### src/rtl/wsfe_pkg.sv
package wsfe_pkg;

	// field widths
	localparam int unsigned OPC_W  = 4;
	localparam int unsigned LEN_W  = 64;
	localparam int unsigned KEY_W  = 32;
	localparam int unsigned BYTE_W = 8;

	// header buffer: up to 2 + 8 + 4 bytes
	localparam int unsigned HDR_BYTES_MAX = 14;
	localparam int unsigned HDR_W         = HDR_BYTES_MAX * BYTE_W;
	localparam int unsigned CNT_W         = 4;

	// packed input data: opcode, length, key, byte, padded to whole bytes
	localparam int unsigned S_DATA_W = 112;
	localparam int unsigned OPC_LSB  = 0;
	localparam int unsigned LEN_LSB  = OPC_LSB + OPC_W;
	localparam int unsigned KEY_LSB  = LEN_LSB + LEN_W;
	localparam int unsigned DATA_LSB = KEY_LSB + KEY_W;

	// request kinds
	localparam logic REQ_START   = 1'b0;
	localparam logic REQ_PAYLOAD = 1'b1;

	// header constants
	localparam logic [BYTE_W-1:0] FIN_BIT       = 8'h80;
	localparam logic [LEN_W-1:0]  LEN7_LIMIT    = 64'd126;
	localparam logic [6:0]        LEN16_CODE    = 7'h7E;
	localparam logic [6:0]        LEN64_CODE    = 7'h7F;

	// header byte counts
	localparam logic [CNT_W-1:0] HDR_N_LEN7  = 4'd2;
	localparam logic [CNT_W-1:0] HDR_N_LEN16 = 4'd4;
	localparam logic [CNT_W-1:0] HDR_N_LEN64 = 4'd10;
	localparam logic [CNT_W-1:0] HDR_N_KEY   = 4'd4;

	// one byte on the wire with its flags
	typedef struct packed {
		logic [BYTE_W-1:0] out_byte;
		logic              is_header;
		logic              run_last;
		logic              frame_last;
		logic              overrun;
	} res_t;

	// built header: bytes in wire order from the low end, and their count
	typedef struct packed {
		logic [HDR_W-1:0] bytes;
		logic [CNT_W-1:0] cnt;
	} hdr_t;

	function automatic hdr_t hdr_build(
		input logic [OPC_W-1:0] opc,
		input logic [LEN_W-1:0] len,
		input logic [KEY_W-1:0] key,
		input logic             men
	);
		hdr_t              h;
		logic [KEY_W-1:0]  kbe;
		h.bytes = '0;
		// key with its most significant byte sent first
		kbe = {key[7:0], key[15:8], key[23:16], key[31:24]};
		h.bytes[7:0] = FIN_BIT | {4'b0000, opc};
		if (len < LEN7_LIMIT) begin
			h.bytes[15:8] = {men, len[6:0]};
			h.cnt = HDR_N_LEN7;
			if (men) begin
				h.bytes[47:16] = kbe;
			end
		end else if (len[LEN_W-1:16] == '0) begin
			h.bytes[15:8]  = {men, LEN16_CODE};
			h.bytes[23:16] = len[15:8];
			h.bytes[31:24] = len[7:0];
			h.cnt = HDR_N_LEN16;
			if (men) begin
				h.bytes[63:32] = kbe;
			end
		end else begin
			h.bytes[15:8] = {men, LEN64_CODE};
			for (int i = 0; i < 8; i++) begin
				h.bytes[16 + 8*i +: 8] = len[LEN_W-1 - 8*i -: 8];
			end
			h.cnt = HDR_N_LEN64;
			if (men) begin
				h.bytes[111:80] = kbe;
			end
		end
		if (men) begin
			h.cnt = h.cnt + HDR_N_KEY;
		end
		return h;
	endfunction

endpackage

### src/rtl/wsfe_ingest.sv
module wsfe_ingest
	import wsfe_pkg::*;
(
	input  logic              clk,
	input  logic              arst_n,
	input  logic              cfg_we,
	input  logic              cfg_data,
	input  logic              in_valid,
	output logic              in_ready,
	input  logic              req_type,
	input  logic [OPC_W-1:0]  opcode,
	input  logic [LEN_W-1:0]  payload_length,
	input  logic [KEY_W-1:0]  mask_key,
	input  logic [BYTE_W-1:0] data_byte,
	output logic              job_valid,
	output res_t              job_res,
	input  logic              job_take
);

	// configuration and frame state
	logic              mask_en_q;
	logic [KEY_W-1:0]  key_q;
	logic [1:0]        phase_q;
	logic [LEN_W-1:0]  rem_q;
	logic              mact_q;

	// job register: bytes still to send for the current item
	logic              job_valid_q;
	logic [HDR_W-1:0]  buf_q;
	logic [CNT_W-1:0]  cnt_q;
	logic              hdr_q;
	logic              fin_q;
	logic              ov_q;

	logic              accept;
	logic              job_done;
	hdr_t              hdr;
	logic [BYTE_W-1:0] key_byte;
	logic [BYTE_W-1:0] pay_byte;
	logic              rem_zero;

	assign job_done = job_valid_q && job_take && (cnt_q == 4'd1);
	assign in_ready = !job_valid_q || job_done;
	assign accept   = in_valid && in_ready;

	// header bytes and masked payload byte
	always_comb begin
		hdr      = hdr_build(opcode, payload_length, mask_key, mask_en_q);
		rem_zero = (rem_q == '0);
		case (phase_q)
			2'd0:    key_byte = key_q[31:24];
			2'd1:    key_byte = key_q[23:16];
			2'd2:    key_byte = key_q[15:8];
			default: key_byte = key_q[7:0];
		endcase
		pay_byte = (mact_q && !rem_zero) ? (data_byte ^ key_byte) : data_byte;
	end

	// config register
	always_ff @(posedge clk or negedge arst_n) begin
		if (!arst_n) begin
			mask_en_q <= 1'b0;
		end else if (cfg_we) begin
			mask_en_q <= cfg_data;
		end
	end

	// frame state update on accepted items; an overrun byte leaves it as is
	always_ff @(posedge clk or negedge arst_n) begin
		if (!arst_n) begin
			key_q   <= '0;
			phase_q <= '0;
			rem_q   <= '0;
			mact_q  <= 1'b0;
		end else if (accept) begin
			if (req_type == REQ_START) begin
				key_q   <= mask_key;
				phase_q <= '0;
				rem_q   <= payload_length;
				mact_q  <= mask_en_q;
			end else if (!rem_zero) begin
				phase_q <= phase_q + 2'd1;
				rem_q   <= rem_q - 64'd1;
			end
		end
	end

	// job register control
	always_ff @(posedge clk or negedge arst_n) begin
		if (!arst_n) begin
			job_valid_q <= 1'b0;
			cnt_q       <= '0;
		end else if (accept) begin
			job_valid_q <= 1'b1;
			cnt_q       <= (req_type == REQ_START) ? hdr.cnt : 4'd1;
		end else if (job_valid_q && job_take) begin
			job_valid_q <= (cnt_q != 4'd1);
			cnt_q       <= cnt_q - 4'd1;
		end
	end

	// job payload: load on accept, shift one byte per transfer
	always_ff @(posedge clk) begin
		if (accept) begin
			if (req_type == REQ_START) begin
				buf_q <= hdr.bytes;
				hdr_q <= 1'b1;
				fin_q <= (payload_length == '0);
				ov_q  <= 1'b0;
			end else begin
				buf_q <= {{(HDR_W-BYTE_W){1'b0}}, pay_byte};
				hdr_q <= 1'b0;
				fin_q <= (rem_q == 64'd1);
				ov_q  <= rem_zero;
			end
		end else if (job_valid_q && job_take) begin
			buf_q <= {{BYTE_W{1'b0}}, buf_q[HDR_W-1:BYTE_W]};
		end
	end

	assign job_valid           = job_valid_q;
	assign job_res.out_byte    = buf_q[BYTE_W-1:0];
	assign job_res.is_header   = hdr_q;
	assign job_res.run_last    = (cnt_q == 4'd1);
	assign job_res.frame_last  = fin_q && (cnt_q == 4'd1);
	assign job_res.overrun     = ov_q;

	// a pending job always has bytes left
	a_cnt_nonzero: assert property (@(posedge clk) disable iff (!arst_n)
		job_valid_q |-> (cnt_q != '0))
		else $error("job pending with zero byte count");

	// a payload job is exactly one byte
	a_payload_single: assert property (@(posedge clk) disable iff (!arst_n)
		(job_valid_q && !hdr_q) |-> (cnt_q == 4'd1))
		else $error("payload job longer than one byte");

	// an overrun byte is never header and never ends a frame
	a_overrun_flags: assert property (@(posedge clk) disable iff (!arst_n)
		(job_valid_q && ov_q) |-> (!hdr_q && !fin_q))
		else $error("overrun byte with header or frame end flag");

	// a new item is taken only once the previous job is on its last byte
	a_no_overwrite: assert property (@(posedge clk) disable iff (!arst_n)
		(accept && job_valid_q) |-> (job_take && (cnt_q == 4'd1)))
		else $error("job overwritten before drained");

endmodule

### src/rtl/wsfe_outreg.sv
module wsfe_outreg
	import wsfe_pkg::*;
(
	input  logic clk,
	input  logic arst_n,
	input  logic in_valid,
	output logic in_take,
	input  res_t in_res,
	output logic out_valid,
	input  logic out_ready,
	output res_t out_res
);

	logic valid_q;
	res_t res_q;
	logic load;

	// output register refills when empty or when its byte is taken
	assign load    = !valid_q || out_ready;
	assign in_take = in_valid && load;

	always_ff @(posedge clk or negedge arst_n) begin
		if (!arst_n) begin
			valid_q <= 1'b0;
		end else if (load) begin
			valid_q <= in_valid;
		end
	end

	always_ff @(posedge clk) begin
		if (in_take) begin
			res_q <= in_res;
		end
	end

	assign out_valid = valid_q;
	assign out_res   = res_q;

	// a byte moves in only when the register is free or being drained
	a_take_free: assert property (@(posedge clk) disable iff (!arst_n)
		in_take |-> (!valid_q || out_ready))
		else $error("output register overwritten while stalled");

	// a stalled byte stays put
	a_hold: assert property (@(posedge clk) disable iff (!arst_n)
		(valid_q && !out_ready) |=> (valid_q && $stable(res_q)))
		else $error("stalled output byte changed");

	// a ready source always lands when the register can take it
	a_no_bubble: assert property (@(posedge clk) disable iff (!arst_n)
		(in_valid && !valid_q) |=> valid_q)
		else $error("output register skipped a pending byte");

endmodule

### src/rtl/websocket_frame_encoder_top.sv
// WebSocket frame sender. A start item (tuser 0) emits the frame header one
// byte per transfer: 0x80 plus the opcode, the length byte (7-bit, 126 with a
// 16-bit field, or 127 with a 64-bit field, all big-endian) and, when
// mask_enable was set at the start, the 4 key bytes with the mask bit raised.
// A payload item (tuser 1) emits one byte, XORed with the key byte for its
// position modulo 4; a byte beyond the declared length passes unmasked with
// the overrun flag. A payload item emits one byte; a start item emits 2, 4,
// 6, 8, 10 or 14 bytes by length form and masking, through the single-byte
// output register. The next item is taken in the cycle that the last byte
// of the previous one moves into the output register, so payload streams at
// one byte per clock while neither side stalls.
module websocket_frame_encoder_top
	import wsfe_pkg::*;
(
	input  logic                clk,
	input  logic                arst_n,
	input  logic                cfg_we,
	input  logic                cfg_data,        // mask_enable
	input  logic                s_axis_tvalid,
	output logic                s_axis_tready,
	input  logic [S_DATA_W-1:0] s_axis_tdata,    // opcode, payload_length, mask_key, data_byte
	input  logic                s_axis_tuser,    // req_type
	output logic                m_axis_tvalid,
	input  logic                m_axis_tready,
	output logic [BYTE_W-1:0]   m_axis_tdata,    // out_byte
	output logic [2:0]          m_axis_tuser,    // is_header, run_last, overrun
	output logic                m_axis_tlast     // frame_last
);

	logic job_valid;
	logic job_take;
	res_t job_res;
	res_t out_res;

	// frame state and per-item byte buffer
	wsfe_ingest u_ingest (
		.clk            (clk),
		.arst_n         (arst_n),
		.cfg_we         (cfg_we),
		.cfg_data       (cfg_data),
		.in_valid       (s_axis_tvalid),
		.in_ready       (s_axis_tready),
		.req_type       (s_axis_tuser),
		.opcode         (s_axis_tdata[OPC_LSB +: OPC_W]),
		.payload_length (s_axis_tdata[LEN_LSB +: LEN_W]),
		.mask_key       (s_axis_tdata[KEY_LSB +: KEY_W]),
		.data_byte      (s_axis_tdata[DATA_LSB +: BYTE_W]),
		.job_valid      (job_valid),
		.job_res        (job_res),
		.job_take       (job_take)
	);

	// output register toward the link
	wsfe_outreg u_outreg (
		.clk       (clk),
		.arst_n    (arst_n),
		.in_valid  (job_valid),
		.in_take   (job_take),
		.in_res    (job_res),
		.out_valid (m_axis_tvalid),
		.out_ready (m_axis_tready),
		.out_res   (out_res)
	);

	assign m_axis_tdata = out_res.out_byte;
	assign m_axis_tuser = {out_res.overrun, out_res.run_last, out_res.is_header};
	assign m_axis_tlast = out_res.frame_last;

endmodule

### config.mk
export PLATFORM = sky130hd
export DESIGN_NAME = websocket_frame_encoder_top
export DESIGN_NICKNAME = d
export VERILOG_FILES = /design/src/rtl/wsfe_pkg.sv /design/src/rtl/wsfe_ingest.sv /design/src/rtl/wsfe_outreg.sv /design/src/rtl/websocket_frame_encoder_top.sv
export SDC_FILE = /design/constraint.sdc
export NUM_CORES = 1
export LEC_CHECK = 0
export BUFFER_PORTS_ARGS = -buffer_cell sky130_fd_sc_hd__buf_2
export CAP_MARGIN = 20
export CELL_PAD_IN_SITES_DETAIL_PLACEMENT = 1
export CELL_PAD_IN_SITES_GLOBAL_PLACEMENT = 2
export CORE_MARGIN = 2
export CORE_UTILIZATION = 30
export CTS_CLUSTER_SIZE = 40
export DETAILED_ROUTE_END_ITERATION = 10
export PLACE_DENSITY_LB_ADDON = 0.12
export REMOVE_ABC_BUFFERS = 1
export SLEW_MARGIN = 20
export SYNTH_ARGS = -nofsm -noshare
export SYNTH_HDL_FRONTEND = slang
export SYNTH_SLANG_ARGS = --single-unit
### constraint.sdc
create_clock -name clk -period 6.75 [get_ports clk]
set_input_delay 0.3375 -clock clk [delete_from_list [all_inputs] [get_ports clk]]
set_output_delay 0.3375 -clock clk [all_outputs]
set_load 0.02 [all_outputs]
==> results of run 1 <==
metrics by stage:
step                      power, mW  setup TNS (ps)  cells  utilization [%]  setup slack, ps
after floorplan                3.16           -1530   1168                -             -113
after global placement         3.70               0   1852             33.2             2980
after detailed placement       3.74               0   1852             33.2             2990
after CTS                      5.32               0   1910             35.5             2970
after global routing           5.59               0   1910             35.5             2640
final                          5.27               0   1911             35.5             2950
per-layer routing:
metal	GRT usage, %	part of all wire (%)	vias up
li1	-	-	4943
met1	34.2	47	5663
met2	37.2	45	303
met3	2.79	4.3	81
met4	7.19	3.1	2
met5	0	0.026	-
synth_stat cells (7+ instances only):
| library cell | instances | share of area (%) |
|---|---|---|
| a211oi_1 | 7 | 0.43 |
| a21oi_1 | 65 | 2.6 |
| a222oi_1 | 8 | 0.65 |
| a22o_1 | 40 | 2.9 |
| a22oi_1 | 12 | 0.73 |
| a31oi_1 | 12 | 0.61 |
| and3_1 | 30 | 1.5 |
| and4_1 | 9 | 0.64 |
| clkbuf_1 | 76 | 2.3 |
| dfrtp_1 | 106 | 22 |
| edfxtp_1 | 127 | 31 |
| ha_1 | 8 | 0.81 |
| inv_1 | 17 | 0.52 |
| mux2i_1 | 38 | 3.1 |
| nand2_1 | 239 | 7.3 |
| nand2b_1 | 10 | 0.51 |
| nand3_1 | 28 | 1.1 |
| nand4_1 | 20 | 1.0 |
| nor2_1 | 67 | 2.0 |
| nor3_1 | 38 | 1.5 |
| nor4_1 | 34 | 1.7 |
| o211ai_1 | 9 | 0.55 |
| o21ai_0 | 82 | 3.3 |
| o22ai_1 | 21 | 1.1 |
| o311ai_0 | 8 | 0.57 |
| or3_1 | 13 | 0.66 |
| or4_1 | 19 | 1.2 |
power by group through the flow:
stage / sequential [mW] / combinational, mW / clock [mW]
after floorplan: 2.25 / 0.907 / 0
final: 2.29 / 1.43 / 1.55
after global routing: 2.35 / 1.60 / 1.64
after CTS: 2.29 / 1.44 / 1.59
after detailed placement: 2.31 / 1.43 / 0
after global placement: 2.29 / 1.41 / 0
sequential cells by signal, indices dropped and copies added, names as in the netlist:
register	count
u_ingest.mask_en_q	1
u_ingest.buf_q	112
u_ingest.rem_q	64
u_ingest.ov_q	1
u_outreg.out_valid	1
u_ingest.fin_q	1
u_ingest.key_q	32
u_ingest.cnt_q	4
u_ingest.hdr_q	1
u_ingest.phase_q	2
u_ingest.mact_q	1
u_ingest.job_valid	1
u_outreg.out_res	12
layout by cell type (no fill, tap or decap), types with 28 or more instances in the layout:
cell type  Yosys  final
nand2_1      239    237
buf_2          4    127
edfxtp_1     127    127
dfrtp_1      106    106
o21ai_0       82     82
a21oi_1       65     65
nor2_1        67     65
a22o_1        40     40
mux2i_1       38     38
nor3_1        38     36
nor4_1        34     33
clkbuf_16      0     31
and3_1        30     30
nand3_1       28     28
worst max-delay path by stage:
stage | from | end | cells past startpoint | slack (ps)
final | u_ingest.rem_q[0] | u_ingest.rem_q[22] | 8 | 2950
after global routing | u_ingest.rem_q[0] | u_ingest.rem_q[22] | 8 | 2640
after CTS | u_ingest.cnt_q[1] | u_ingest.rem_q[59] | 9 | 2970
after detailed placement | u_ingest.cnt_q[1] | u_ingest.rem_q[59] | 9 | 2990
after global placement | u_ingest.cnt_q[1] | u_ingest.rem_q[59] | 9 | 2980
after floorplan | u_ingest.cnt_q[1] | u_ingest.buf_q[47] | 8 | -110
final cells by class:
type                       instances  area share [%]
antenna                            1          0.0173
tap                              532            4.61
clock buffer                      50            6.07
sequential                       233            44.8
timing repair buffer             154            5.84
inverter                          17           0.468
clock inverter                     6           0.364
multi-input combinational        918            37.9
logic make-up after synthesis:
family,count (synthesis)
mux,39
xor+xnor,5
flops,233
buf+inv,103
compound gates,326
simple gates,540
fa+ha+maj,8
timing repair:
action / CTS / global route
hold buffers: 2 / 0
gates resized for setup: 0 / 0
hold endpoints to repair: 45 / 0
==> flow_summary.json, run 1 <==
{
  "ys.flop_type": "edfxtp_1",
  "critical_path_class": "flop to flop",
  "intPower_mw": 3.46,
  "critPathSlowestCell": "nor3b_1",
  "max_slew_margin_pct": 26.7,
  "synthXorXnorAreaFrac_pct": 0.356,
  "hold_end": "u_ingest.mask_en_q",
  "combPwrFrac_pct": 27.2,
  "startpoint_type": "flop",
  "io_pins": 133,
  "status": "complete, no violations",
  "slew_viol_final": 0,
  "fp.dieH_um": 206,
  "placed_area_um2": 13500,
  "grt_pass1_wl_mm": 74.3,
  "start_util_pct": 30.2,
  "hold_path.class": "input pin to flop",
  "min_period_ps": 3800,
  "p_seq_share_pct": 43.4,
  "p_clk_share_pct": 29.4,
  "routed_wl_mm": 50.5,
  "skew_ps": 10.3,
  "synth-simple-area-share_pct": 21.7,
  "grt_max_degree": 72,
  "clock_sinks": 233,
  "vdd_drop_max_mv": 0.193,
  "final_area_um2": 14400,
  "worstPathRequired_ps": 7200,
  "n_fill_cell": 4560,
  "path_max_fanout": 25,
  "p_leak_nw": 5.86,
  "regArea_um2": 6470,
  "area_growth_pct": 17.5,
  "die_x_um": 206,
  "synthAdderAreaFrac_pct": 0.814,
  "final_nets": 1481,
  "syn_inst": 1254,
  "ys_seq_area_share_pct": 52.6,
  "core_um2": 40600,
  "r2r_slack_ps": 2950,
  "drive_gt1_share_pct": 16.7,
  "clk_latency_ps": 570,
  "fmax_mhz": 263,
  "gp_congestion": 0.801,
  "h-tree-depth": 1,
  "ys_types": 76,
  "worst-path-buf-inv": 1,
  "dieArea_um2": 42600,
  "ys_warn_count": 0,
  "cts_buffer_depth": 3,
  "synth_compound_area_share_pct": 18.0,
  "routedWlPerCell_um": 26.4,
  "worstMarginPinSlew_ps": 1100,
  "antenna_found_initial": 1,
  "dr.pass1.iters": 6,
  "vias_per_cell": 5.75,
  "multi_input_area_um2": 5470,
  "overflow": 0,
  "critPathTopFamily": "simple AND/OR/NAND/NOR gates",
  "drt_iter0_drc": 848,
  "hold_slack_ps": 21.6,
  "track_usage_pct": 23.7,
  "hold_viol": 0,
  "async_reset_ff_share_pct": 45.5,
  "fin_crit_sh_pct": 56.3,
  "rsz0062_at_grt": "false",
  "powerDensity_nw_per_um2": 365,
  "numCtsBuffers": 30,
  "grt_pass1_vias": 10900,
  "root_buffer": "clkbuf_16",
  "maxCapViolations": 0,
  "sw_frac_of_total_pct": 34.4,
  "min-delay-start": "cfg_we",
  "rows": 74,
  "port-buffer-count": 128,
  "synth-edff-count": 127,
  "syn-cell-area_um2": 12300,
  "avgSynthCellArea_um2": 9.80,
  "setup_viol": 0,
  "drc": 0,
  "antenna_left": 0,
  "cpPeakStageDelay_ps": 710,
  "synth_mux_area_share_pct": 3.19,
  "clk_pin_slew_ps": 60,
  "post_cts_buffers": 0,
  "worst-r2r-cell-count": 8,
  "reg2reg_to": "u_ingest.rem_q[22]",
  "cts_tree": "yes",
  "via_count": 11000,
  "hold_depth": 2,
  "p_switching_mw": 1.82,
  "cp-end-kind": "flop",
  "path_cells": "inv_1 -> ha_1 -> nor3b_1 -> nand3_1 -> nor2_1 -> a21o_2 -> o21ai_0 -> a221o_1",
  "reg2reg_from": "u_ingest.rem_q[0]",
  "synth-seq-cells": 233,
  "arrival_ps": 4250,
  "dp_hpwl_mm": 34.4,
  "synth_top_family_by_area": "simple AND/OR/NAND/NOR gates"
}
No activity file was read; power rests on OpenSTA's default activity.
==> inputs of run 2 (changes only) <==
Clock period 6.75 ns to 3.93 ns, I/O delays scaled along.
==> run 2 against run 1 <==
  * Non-clock buffer count rose by 78
  * Setup slack worse by 2400 ps
  * Combinational power is 78% higher
  * Via count up 2.2%
  * Largest power group unchanged
==> flow_summary.json, run 2 (same netlist as run 1, synthesis figures left out) <==
{
  "start_util_pct": 30.2,
  "arrival_ps": 3900,
  "drive_gt1_share_pct": 17.4,
  "vias_per_cell": 5.65,
  "grt_max_degree": 117,
  "worstPathRequired_ps": 4420,
  "dpl_worst_slack_ps": 552,
  "dieArea_um2": 42600,
  "top_regs": "u_ingest.buf_q: 112 flops, u_ingest.rem_q: 64 flops, u_ingest.key_q: 32 flops",
  "hold_viol": 0,
  "grt_pass1_vias": 11500,
  "fp.dieH_um": 206,
  "via_count": 11200,
  "maxCapViolations": 0,
  "startpoint_type": "flop",
  "p_seq_share_pct": 42.5,
  "clock_sinks": 233,
  "p_clk_share_pct": 30.0,
  "fmax_mhz": 293,
  "routed_wl_mm": 51.0,
  "clk_latency_ps": 570,
  "antenna_found_initial": 1,
  "min_period_ps": 3410,
  "cts_buffer_depth": 3,
  "cts_tree": "yes",
  "hold_path.class": "input pin to flop",
  "clk_pin_slew_ps": 60,
  "rsz0062_at_grt": "false",
  "dr.pass1.iters": 5,
  "path_max_fanout": 44,
  "gp_congestion": 0.825,
  "port-buffer-count": 128,
  "path_cells": "inv_1 -> ha_1 -> nor3b_1 -> nand3_1 -> nor2_1 -> a21oi_4 -> buf_4 -> and4_1 -> nor3_1",
  "fin_crit_sh_pct": 86.8,
  "area_growth_pct": 23.9,
  "sw_frac_of_total_pct": 34.4,
  "drc": 0,
  "regMostFlops": "u_ingest.buf_q",
  "worstMarginPinSlew_ps": 1070,
  "combPwrFrac_pct": 27.5,
  "total_power_mw": 9.22,
  "numCtsBuffers": 30,
  "setup_viol": 0,
  "rows": 74,
  "final_cell_mix": "nand2_1 (237), buf_2 (127), edfxtp_1 (127)",
  "cp-end-kind": "flop",
  "min-delay-start": "s_axis_tdata[64]",
  "max_slew_margin_pct": 28.4,
  "root_buffer": "clkbuf_16",
  "slew_viol_final": 0,
  "critPathSlowestCell": "nor3b_1",
  "routedWlPerCell_um": 25.6,
  "intPower_mw": 6.05,
  "layout_commonest_cell": "nand2_1",
  "powerDensity_nw_per_um2": 605,
  "track_usage_pct": 24.2,
  "core_um2": 40600,
  "critical_path_class": "flop to flop",
  "largest_reg_flops": 112,
  "io_pins": 133,
  "dp_hpwl_mm": 35.0,
  "status": "complete, no violations",
  "vdd_drop_max_mv": 0.344,
  "p_switching_mw": 3.18,
  "setup_ws_ps": 519,
  "overflow": 0,
  "cpPeakStageDelay_ps": 600,
  "finalSetupTns_ps": 0,
  "reg2reg_from": "u_ingest.rem_q[0]",
  "p_leak_nw": 6.24,
  "skew_ps": 14.8,
  "h-tree-depth": 1,
  "cp-startpoint": "u_ingest.rem_q[0]",
  "drt_iter0_drc": 697,
  "final_nets": 1559,
  "antenna_left": 0,
  "die_x_um": 206,
  "grt_pass1_wl_mm": 76.4
}
run 2: per-stage QoR:
stage,hold WS (ps),cell area [um2],std cells,util (%)
detailed placement,231,13600,1869,33.5
global placement,229,13600,1869,33.5
finish,18.7,15200,1989,37.5
global route,15.0,15200,1988,37.5
CTS,1.11,15200,1987,37.4
floorplan,-99.1,11900,1168,-
run 2: per-layer routing:
metal / vias to the layer above / global-route usage [%] / routed length [um]
li1: 5113 / - / -
met1: 5794 / 35.3 / 24200
met4: 0 / 6.05 / 1240
met3: 59 / 2.32 / 2080
met2: 272 / 38.5 / 23500
met5: - / 0 / 0
run 2: critical path, delay by kind of cell, from the launching register on:
kind / cells / cell delay [ps]
compound gates: 1 / 180
fa+ha+maj: 1 / 210
buf+inv: 2 / 440
flops: 1 / 430
simple gates: 5 / 2010
run 2: layout make-up:
| cell class | instances | area (um2) |
|---|---|---|
| Inverter | 17 | 66.3 |
| Multi-Input combinational cell | 918 | 5460 |
| Antenna cell | 1 | 2.50 |
| Timing Repair Buffer | 232 | 1600 |
| Clock buffer | 36 | 795 |
| Tap cell | 532 | 666 |
| Sequential cell | 233 | 6470 |
| Clock inverter | 20 | 170 |
| Fill cell | 4606 | 25400 |
run 2: worst paths after layout:
kind | end | cells after the start | slack (ps)
worst min register to register | u_outreg.out_res[3] | 0 | 420
max in group asynchronous | u_ingest.rem_q[52] | 3 | 2780
min in group asynchronous | u_outreg.out_valid | 2 | 170
worst max-delay path | u_ingest.rem_q[50] | 9 | 520
worst min-delay path | u_ingest.rem_q[60] | 3 | 20
worst max register to register | u_ingest.rem_q[50] | 9 | 520
run 2: what timing repair did:
item | in CTS | in global routing
resized for setup | 0 | 0
endpoints found under the hold margin | 107 | 0
buffers inserted | 0 | 0
hold buffers | 62 | 0
run 2: power groups by stage:
stage / registers (mW) / logic, mW / clock network, mW
3_5_place_dp: 3.96 / 2.50 / 0
5_1_grt: 4.02 / 2.84 / 2.91
4_1_cts: 3.92 / 2.56 / 2.84
2_1_floorplan: 3.87 / 1.56 / 0
6_report: 3.92 / 2.54 / 2.76
3_3_place_gp: 3.94 / 2.45 / 0
==> inputs of run 3 (changes only) <==
Settings changed: CORE_UTILIZATION 30 to 41.
Clock period 3.93 ns to 4.3 ns, I/O delays scaled along.
==> run 3 against run 2 <==
  * Global-route usage rose by 5.4 points
  * Sequential power fell by 7.9%
  * Largest cell class unchanged
  * Clock skew rose by 3.2 ps
  * Non-clock buffer count fell by 24
  * Wire length fell by 9.2%
  * Flip-flop and latch count did not move
  * Register-to-register slack improved by 380 ps
  * Power fell by 12%
  * Largest power group unchanged
  * Core utilization rose by 12 points
  * First-iteration DRC count rose by 28%
  * Critical endpoint is now u_ingest.buf_q[2]
==> flow_summary.json, run 3 (same netlist as run 1, synthesis figures left out) <==
{
  "status": "complete, no violations",
  "antenna_found_initial": 1,
  "clk_pin_slew_ps": 70,
  "rsz0062_at_grt": "false",
  "skew_ps": 17.9,
  "antenna_left": 0,
  "arrival_ps": 3700,
  "hold_viol": 0,
  "fin_crit_sh_pct": 79.2,
  "routedWlPerCell_um": 25.5,
  "dp_cells": 1720,
  "fin_cells": 1816,
  "path_max_fanout": 6,
  "slew_viol_final": 0,
  "hold_slack_ps": 19.0,
  "dpl_worst_slack_ps": 912,
  "path_cells": "inv_1 -> ha_1 -> nor3b_1 -> nand4_1 -> nor3_2 -> a21boi_1 -> mux2i_1 -> o21ai_0",
  "worst-path-buf-inv": 1,
  "clock_sinks": 233,
  "startpoint_type": "flop",
  "core_um2": 29600,
  "total_power_mw": 8.14,
  "post_cts_buffers": 0,
  "critical_path_class": "flop to flop",
  "setup_viol": 0,
  "hold_path.class": "input pin to flop",
  "dieArea_um2": 31400,
  "grt_pass1_vias": 11400,
  "cts_tree": "yes",
  "final_area_um2": 14700,
  "powerDensity_nw_per_um2": 554,
  "cp-end-kind": "flop",
  "largest_reg_flops": 112,
  "r2r_slack_ps": 900,
  "routed_wl_mm": 46.3,
  "placed_area_um2": 13400,
  "vdd_drop_max_mv": 0.332,
  "final_nets": 1532,
  "via_count": 11300,
  "dr.pass1.iters": 5,
  "finalSetupTns_ps": 0,
  "worstPathRequired_ps": 4590,
  "numCtsBuffers": 27,
  "maxCapViolations": 0,
  "rows": 63,
  "min_period_ps": 3400,
  "regMostFlops": "u_ingest.buf_q",
  "track_usage_pct": 29.6,
  "vias_per_cell": 6.21,
  "setup_ws_ps": 896,
  "critPathTopFamily": "simple AND/OR/NAND/NOR gates",
  "fmax_mhz": 294,
  "drive_gt1_share_pct": 16.6,
  "overflow": 0,
  "grt_max_degree": 81,
  "grt_pass1_wl_mm": 69.9,
  "p_leak_nw": 6.06,
  "start_util_pct": 41.6,
  "die_x_um": 177,
  "cts_resized": 0,
  "top_regs": "u_ingest.buf_q: 112 flops, u_ingest.rem_q: 64 flops, u_ingest.key_q: 32 flops",
  "root_buffer": "clkbuf_16",
  "port-buffer-count": 128,
  "clk_latency_ps": 560,
  "gp_congestion": 0.882,
  "drc": 0,
  "worstMarginPinSlew_ps": 1040,
  "max_slew_margin_pct": 30.5,
  "critPathSlowestCell": "nor3_2",
  "h-tree-depth": 1,
  "drt_iter0_drc": 895,
  "cpPeakStageDelay_ps": 670,
  "area_growth_pct": 19.5,
  "io_pins": 133,
  "cts_buffer_depth": 3,
  "fp.dieH_um": 177,
  "finish.utilization_pct": 49.7,
  "dp_hpwl_mm": 31.5,
  "final_cell_mix": "nand2_1 (237), buf_2 (127), edfxtp_1 (127)",
  "layout_commonest_cell": "nand2_1"
}
## run 3: changes by cell type in the layout (fill, tap and decap cells not counted), sizes merged
cell         delta
clkbuf          +5
dlygate4sd3    -16
buf             -8
bufinv          -2
clkinv         -10
clkinvlp        -1
inv             +1
## run 3: area by class of cell
class / instances / area [um2]
repair buffers: 208 / 1370
well taps: 390 / 488
flip-flops and latches: 233 / 6470
multi-input cells: 918 / 5450
clock inverters: 8 / 77.6
inverters: 17 / 66.3
clock buffers: 41 / 768
fillers: 3368 / 14900
diodes: 1 / 2.50
## run 3: path summary, 6_finish.rpt
path,startpoint,to,cells past startpoint
max,u_ingest.rem_q[0],u_ingest.buf_q[2],8
min,s_axis_tdata[42],u_ingest.rem_q[38],3
min reg2reg,u_ingest.buf_q[0],u_outreg.out_res[4],0
min in group asynchronous,arst_n,u_ingest.cnt_q[2],2
max reg2reg,u_ingest.rem_q[0],u_ingest.buf_q[2],8
max in group asynchronous,arst_n,u_ingest.rem_q[36],3
## run 3: report_power, final
part	switching (mW)	internal [mW]
logic	1.40	0.869
clock network	0.971	1.29
registers	0.449	3.16
total	2.82	5.32
## run 3: what timing repair did
action / 4_1_cts / 5_1_grt
setup endpoints to repair: 0 / 0
hold buffers: 46 / 0
endpoints found under the hold margin: 76 / 0
## run 3: worst reg2reg max path: cells and delay by family, from the launching register on
family,cells,cell delay [ps]
multiplexers,1,230
adder cells (fa/ha/maj),1,210
buffers and inverters,1,100
flip-flops,1,440
AO/OA/AOI/OAI,2,500
AND/OR/NAND/NOR,3,1670
## run 3: routing by layer
layer	wire length (um)	vias up	global-route usage (%)
met2	21800	379	47.9
met3	2800	85	4.47
met1	20400	5765	40.9
met4	1340	2	9.19
met5	13	-	0
li1	-	5051	-
